===== config.mk =====
export PLATFORM = sky130hd
export DESIGN_NAME = imu_accel_frame_parser
export DESIGN_NICKNAME = d
export VERILOG_FILES = /design/src/rtl/core/iafp_pkg.sv /design/src/rtl/core/iafp_frame.sv /design/src/rtl/core/iafp_scale.sv /design/src/rtl/core/imu_accel_frame_parser.sv
export SDC_FILE = /design/constraint.sdc
export NUM_CORES = 1
export LEC_CHECK = 0
export BUFFER_PORTS_ARGS = -buffer_cell sky130_fd_sc_hd__buf_2
export CELL_PAD_IN_SITES_DETAIL_PLACEMENT = 1
export CELL_PAD_IN_SITES_GLOBAL_PLACEMENT = 2
export CORE_ASPECT_RATIO = 0.7
export CORE_MARGIN = 2
export CORE_UTILIZATION = 47
export DETAILED_ROUTE_END_ITERATION = 8
export GPL_TIMING_DRIVEN = 1
export PLACE_DENSITY_LB_ADDON = 0.25
export SLEW_MARGIN = 5
export SYNTH_ARGS = -nofsm -noshare
export SYNTH_HDL_FRONTEND = slang
export SYNTH_SLANG_ARGS = --single-unit
export TNS_END_PERCENT = 20

===== constraint.sdc =====
create_clock -name clk_i -period 13.55 [get_ports clk_i]
set_clock_uncertainty 0.1 [all_clocks]
set_input_delay 0 -clock clk_i [delete_from_list [all_inputs] [get_ports clk_i]]
set_output_delay 0 -clock clk_i [all_outputs]
set_load 0.005 [all_outputs]

===== src/rtl/core/iafp_pkg.sv =====
// ----------------------------------------------------------------------------
// iafp_pkg
// Shared widths, frame constants and the frame handoff type of the IMU
// acceleration frame parser.
// ----------------------------------------------------------------------------
`timescale 1ns / 1ps
`default_nettype none

package iafp_pkg;

  localparam int unsigned ByteW    = 8;
  localparam int unsigned CountW   = 4;
  localparam int unsigned NumAxes  = 3;
  localparam int unsigned NumSmp   = 2 * NumAxes;
  localparam int unsigned RawW     = 16;
  localparam int unsigned ScaleW   = 13;
  localparam int unsigned ProdW    = RawW + ScaleW;
  localparam int unsigned FracW    = 12;
  localparam int unsigned AccelW   = ProdW - FracW;
  localparam int unsigned OutDataW = 56;

  localparam logic [CountW-1:0] PosSync   = 4'd0;
  localparam logic [CountW-1:0] PosKind   = 4'd1;
  localparam logic [CountW-1:0] PosSmpLo  = 4'd2;
  localparam logic [CountW-1:0] PosSmpHi  = 4'd7;
  localparam logic [CountW-1:0] PosCsum   = 4'd10;

  localparam logic [ByteW-1:0]  SyncByte  = 8'h55;
  localparam logic [ByteW-1:0]  KindAccel = 8'h51;
  localparam logic [ScaleW-1:0] ScaleQ12  = 13'd5018;

  typedef struct packed {
    logic                         vld;
    logic [NumSmp-1:0][ByteW-1:0] smp;
  } frame_t;

endpackage

`default_nettype wire


===== src/rtl/core/iafp_frame.sv =====
// ----------------------------------------------------------------------------
// iafp_frame
// Byte framer: counts bytes into 11-byte frames, checks sync, kind and
// checksum, and holds the six sample bytes of a good frame for scaling.
// ----------------------------------------------------------------------------
`timescale 1ns / 1ps
`default_nettype none

module iafp_frame (
  input  wire logic                       clk_i,
  input  wire logic                       rst_ni,
  input  wire logic                       beat_i,
  input  wire logic [iafp_pkg::ByteW-1:0] byte_i,
  input  wire logic                       burst_end_i,
  input  wire logic                       take_i,
  output iafp_pkg::frame_t                frame_o
);
  import iafp_pkg::*;

  logic [CountW-1:0]            pos_q, pos_d;
  logic [ByteW-1:0]             sum_q, sum_d;
  logic                         hdr_q, hdr_d;
  logic [NumSmp-1:0][ByteW-1:0] smp_q, smp_d;
  frame_t                       frm_q, frm_d;
  logic [CountW-1:0]            smp_off;

  assign smp_off = pos_q - PosSmpLo;

  always_comb begin
    pos_d = pos_q;
    sum_d = sum_q;
    hdr_d = hdr_q;
    smp_d = smp_q;
    frm_d = frm_q;
    if (take_i) begin
      frm_d.vld = 1'b0;
    end
    if (beat_i) begin
      if (pos_q == PosSync) begin
        hdr_d = (byte_i == SyncByte);
        sum_d = byte_i;
      end else if (pos_q == PosKind) begin
        hdr_d = hdr_q && (byte_i == KindAccel);
        sum_d = sum_q + byte_i;
      end else if (pos_q < PosCsum) begin
        if (pos_q <= PosSmpHi) begin
          smp_d[smp_off[2:0]] = byte_i;
        end
        sum_d = sum_q + byte_i;
      end

      if (pos_q >= PosCsum) begin
        if (hdr_q && (byte_i == sum_q)) begin
          frm_d.vld = 1'b1;
          frm_d.smp = smp_q;
        end
        pos_d = PosSync;
      end else if (burst_end_i) begin
        pos_d = PosSync;
      end else begin
        pos_d = pos_q + 4'd1;
      end
    end
  end

  always_ff @(posedge clk_i or negedge rst_ni) begin
    if (!rst_ni) begin
      pos_q <= PosSync;
      sum_q <= '0;
      hdr_q <= 1'b0;
      frm_q <= '0;
    end else begin
      pos_q <= pos_d;
      sum_q <= sum_d;
      hdr_q <= hdr_d;
      frm_q <= frm_d;
    end
  end

  always_ff @(posedge clk_i) begin
    smp_q <= smp_d;
  end

  assign frame_o = frm_q;

endmodule

`default_nettype wire


===== src/rtl/core/iafp_scale.sv =====
// ----------------------------------------------------------------------------
// iafp_scale
// Result stage: scales the three raw axes by 5018/4096 with flooring and
// holds the result beat until the receiver takes it.
// ----------------------------------------------------------------------------
`timescale 1ns / 1ps
`default_nettype none

module iafp_scale (
  input  wire logic                          clk_i,
  input  wire logic                          rst_ni,
  input  wire iafp_pkg::frame_t              frame_i,
  output logic                               take_o,
  output logic                               m_axis_tvalid,
  input  wire logic                          m_axis_tready,
  output logic [iafp_pkg::OutDataW-1:0]      m_axis_tdata
);
  import iafp_pkg::*;

  logic                                   vld_q;
  logic [NumAxes-1:0][AccelW-1:0]         acc_q, acc_d;
  logic                                   load;

  always_comb begin
    logic signed [RawW-1:0]  raw;
    logic signed [ProdW-1:0] prod;
    for (int a = 0; a < NumAxes; a++) begin
      raw       = signed'({frame_i.smp[2*a+1], frame_i.smp[2*a]});
      prod      = ProdW'(raw) * signed'({1'b0, ScaleQ12});
      acc_d[a]  = prod[ProdW-1:FracW];
    end
  end

  assign load   = !vld_q || m_axis_tready;
  assign take_o = frame_i.vld && load;

  always_ff @(posedge clk_i or negedge rst_ni) begin
    if (!rst_ni) begin
      vld_q <= 1'b0;
    end else if (load) begin
      vld_q <= frame_i.vld;
    end
  end

  always_ff @(posedge clk_i) begin
    if (take_o) begin
      acc_q <= acc_d;
    end
  end

  assign m_axis_tvalid = vld_q;
  assign m_axis_tdata  = {{(OutDataW - NumAxes*AccelW){1'b0}}, acc_q[2], acc_q[1], acc_q[0]};

endmodule

`default_nettype wire


===== src/rtl/core/imu_accel_frame_parser.sv =====
// ----------------------------------------------------------------------------
// imu_accel_frame_parser
// IMU acceleration frame parser: serial bytes in, scaled x/y/z out.
//
// Input channel (s_axis): one byte per beat in tdata[7:0]; tlast marks the
// byte after which the line goes idle, ending the burst. Bytes gather into
// 11-byte frames; a long burst restarts the frame every 11 bytes, a burst
// shorter than a frame is dropped. Frames with a bad sync, kind or checksum
// give no result.
// Output channel (m_axis): one beat per good frame with accel_x, accel_y and
// accel_z as signed 17-bit values in 1/256 m/s^2.
// A good frame is registered in the framer, then scaled into the output
// register once that is free. Throughput: one byte per cycle; s_axis_tready
// drops only while one result waits on the output and a second one is held
// behind it. A stalled output keeps its beat stable until taken.
// Reset (rst_ni low, asynchronous) clears the frame position, checksum,
// header flag and both valid flags; no partial frame survives reset.
// ----------------------------------------------------------------------------
`timescale 1ns / 1ps
`default_nettype none

module imu_accel_frame_parser (
  input  wire logic                          clk_i,
  input  wire logic                          rst_ni,
  input  wire logic                          s_axis_tvalid,
  output logic                               s_axis_tready,
  input  wire logic [7:0]                    s_axis_tdata,  // [7:0] data_byte
  input  wire logic                          s_axis_tlast,  // burst_end
  output logic                               m_axis_tvalid,
  input  wire logic                          m_axis_tready,
  // [16:0] accel_x, [33:17] accel_y, [50:34] accel_z, [55:51] zero
  output logic [iafp_pkg::OutDataW-1:0]      m_axis_tdata
);
  import iafp_pkg::*;

  frame_t frame;
  logic   take;
  logic   beat;

  assign s_axis_tready = !frame.vld || take;
  assign beat          = s_axis_tvalid && s_axis_tready;

  iafp_frame u_frame (
    .clk_i       (clk_i),
    .rst_ni      (rst_ni),
    .beat_i      (beat),
    .byte_i      (s_axis_tdata[ByteW-1:0]),
    .burst_end_i (s_axis_tlast),
    .take_i      (take),
    .frame_o     (frame)
  );

  iafp_scale u_scale (
    .clk_i         (clk_i),
    .rst_ni        (rst_ni),
    .frame_i       (frame),
    .take_o        (take),
    .m_axis_tvalid (m_axis_tvalid),
    .m_axis_tready (m_axis_tready),
    .m_axis_tdata  (m_axis_tdata)
  );

endmodule

`default_nettype wire


==> results.txt <==
The worst setup path is launched from a register. The average instance in the mapped netlist occupies 11.0 um^2. By area the synthesized netlist is led by fa_1, ha_1, edfxtp_1. Using the TritonRoute via totals, the vias-per-cell ratio works out to 5.07.

The clock transition time at the flip-flop clock pins of the worst setup and hold paths is 0.07 ns, and the final setup violation count is 0. Counting flops and latches in the post-synthesis netlist gives 162. Number of buffers inserted by post-CTS setup repair: 0. The number of gates resized after CTS was 0. TritonCTS built the clock tree. The number of unique standard cell types used by synthesis is 62. The fraction of the yosys area taken by sequential cells is 27.2%, and the area of the mapped netlist is 16,700 um^2.

Yosys mapped a number of flops with a built-in enable equal to 99. The count of nets after finishing was 2,090; the final max-slew violation count was 0. The tools report the type of destination of the critical path as a register.

Number of input and output port buffers inserted: 65. Dividing the detail-routed wire length by the instance count gives 18.1 um. The logs give 64 for the maximum number of pins on one net before global-route repair and 0.0940 mV for the maximum resistive drop on vdd. After detailed routing, the total wire length is 37,900 um.

In this run the standard cell core region covers 34,900 um^2. The worst hold margin is 0.181 ns, and the total routing resource utilization after global routing is 21.7%. The proportion of register bits with asynchronous set or reset after synthesis was 38.9%; the starting density of the core was 48.0%. In this run, CTS created clock tree buffers numbering 17.

During I/O placement, the number of pins put on the boundary was 71. The repair_antennas step left the layout with diodes totalling 0. The initial antenna violation count was 0; the wire length of the first global-routing pass was 62,800 um. The tightest min-delay check is of the primary input to async pin type. At the worst endpoint, the arrival time is 5.64 ns.

Yosys printed 0 warnings. After routing, the total negative slack on setup checks comes to 0 ns. The DRC violation count after routing was 0. The area growth from synthesis to layout is 9.82%. CTS placed an instance of clkbuf_16 at the clock tree root.

The final critical path time including I/O delays and setup came out at 5.56 ns. The routed layout has 10,600 vias. The die footprint was 37,200 um^2; the insertion delay to the later sink of the worst-skew pair was 0.45 ns. The critical path is of the register to register type. The tools report the weighted congestion at the end of routability-driven global placement as 0.859. For the worst setup path, the data required time is 13.64 ns. In the layout the commonest cells are inv_1, ha_1, fa_1, edfxtp_1, buf_2. The cell count after synthesis came out at 1,518. The clock passes through at most 2 buffers. At the pin with the least slew margin, the transition time is 1.15 ns. Setup repair after global routing left no endpoint under its margin. The area share of the largest cell type after synthesis is 23.8%.

For the achievable clock frequency, the log shows 180 MHz. The run finished with clean final reports. Number of endpoints with negative hold slack in the final report: 0.

The final period utilization is 41.0%. The most common cell after layout, fill and taps aside was inv_1. The ratio of total power to cell area came out at 63.3 nW/um^2. The tools report the violation count after the first detailed-routing iteration as 423.

The initialized floorplan defines 57 standard-cell rows. The post-route netlist has 9.99% of its cells at a drive strength greater than 1. Dominant cell type by area after synthesis: fa_1. The number of maximum-capacitance violations was 0; the vertical die dimension was 162 um.

For this design the static power due to leakage is 10.1 nW. The wire-length estimate of the detail-placed layout is 30,500 um. After global routing the overflow that remains totals 0.

The clock sink total was 162; the residual antenna-violating net count after detailed routing was 0. The maximum fanout along the worst path is 6. Headroom to the max-slew limit came out at 22.6%.

The die is 230 um wide. In the synthesized netlist the dominant register cell turns out to be edfxtp_1. The tools report the via count of the first global-routing pass as 11,600. The H-tree level count is 4.

The first detailed-routing pass ran for 5 iterations.
## routing by layer
metal | global-route usage (%) | vias up | share of wire [%]
met5 | 0 | - | 0
met2 | 33.2 | 114 | 44
met3 | 3.00 | 20 | 2.7
li1 | - | 5074 | -
met1 | 33.3 | 5405 | 53
met4 | 3.48 | 0 | 0.64
## what timing repair did
action | 4_1_cts | 5_1_grt
hold buffers | 13 | 0
endpoints found under the hold margin | 125 | 0
setup endpoints to repair | 0 | 0
## cell families (layout without fill, tap and decap cells)
| family | after synthesis | after routing | synth area share [%] |
|---|---|---|---|
| other | 1 | 5 | 0.0224 |
| flip-flops | 162 | 162 | 27.2 |
| buffers and inverters | 406 | 506 | 9.27 |
| XOR/XNOR | 77 | 77 | 4.03 |
| multiplexers | 51 | 51 | 3.42 |
| adder cells (fa/ha/maj) | 468 | 468 | 43.9 |
| AO/OA/AOI/OAI | 181 | 181 | 7.06 |
| AND/OR/NAND/NOR | 172 | 172 | 5.11 |
## per-stage QoR
step	instance area, um^2	std cells	utilization [%]	setup slack [ns]	power (mW)
4_1_cts	18400	2094	52.7	8.09	1.18
3_5_place_dp	17600	2049	50.5	8.13	0.640
6_report	18400	2094	52.7	7.99	1.16
5_1_grt	18400	2094	52.7	7.76	1.21
2_1_floorplan	16800	1522	-	8.64	0.611
3_3_place_gp	17600	2049	50.5	8.19	0.635
## cells in the mapped netlist (3+ instances only)
cell type	number
a21oi_1	54
and3_1	4
nor2b_1	8
clkbuf_1	4
ha_1	269
dfrtp_1	63
nand3_1	13
fa_1	199
and2_1	15
and4_1	4
o21bai_1	4
buf_1	4
xor2_1	42
o21ai_1	3
a21o_1	30
a211o_1	3
inv_1	391
o21a_1	12
nand4_1	10
buf_4	5
xnor2_1	35
nand2b_1	5
edfxtp_1	99
nand2_1	45
a211oi_1	5
nor3_1	13
o21ai_0	39
nor2_1	42
o31ai_1	3
mux2_2	49
o211ai_1	4
a31oi_1	6
## flip-flops by register name (all words and copies together), names as in the netlist
name                   count
u_frame.smp_q             48
u_frame.sum_q              8
u_frame.pos_q              4
u_frame.frame_o           49
u_scale.m_axis_tdata      51
u_scale.m_axis_tvalid      1
u_frame.hdr_q              1
## worst max-delay path, stage by stage (launching register included)
cell	delay, ns
dfrtp_1	0.49
ha_1	0.35
inv_1	0.06
fa_1	0.57
inv_1	0.09
fa_1	0.48
fa_1	0.49
inv_1	0.05
fa_1	0.53
inv_1	0.04
ha_1	0.37
a21oi_1	0.09
o21ai_0	0.35
a211oi_1	0.16
o21a_1	0.19
a21oi_1	0.53
a31oi_1	0.19
xnor2_1	0.15
## worst paths after layout
check                                                start                            endpoint  slack [ns]  cells past startpoint
hold / removal                                      rst_ni        u_frame.sum_q[3]$_DFFE_PN0P_        0.18                      3
hold reg to reg                u_frame.smp_q[18]$_DFFE_PP_     u_frame.frame_o[18]$_DFFE_PN0P_        0.37                      1
min in group clk_i                            s_axis_tlast        u_frame.pos_q[3]$_DFFE_PN0P_        0.32                      3
max in group asynchronous                           rst_ni     u_frame.frame_o[17]$_DFFE_PN0P_       12.59                      3
setup / recovery           u_frame.frame_o[44]$_DFFE_PN0P_  u_scale.m_axis_tdata[50]$_DFFE_PP_        7.99                     17
setup reg to reg           u_frame.frame_o[44]$_DFFE_PN0P_  u_scale.m_axis_tdata[50]$_DFFE_PP_        7.99                     17
## power by group
group          switching, mW  internal (mW)  leakage (nW)
Clock                  0.235          0.295         0.312
Combinational         0.0556         0.0372          8.11
Sequential           0.00905          0.533          1.65
Total                  0.299          0.865          10.1
## cell type report
type	count	area, um^2
Clock buffer	19	464
Clock inverter	13	164
Fill cell	3781	16500
Inverter	391	1470
Multi-Input combinational cell	954	10700
Sequential cell	162	4550
Tap cell	472	591
Timing Repair Buffer	83	493
(Power assumes the default switching activity.)
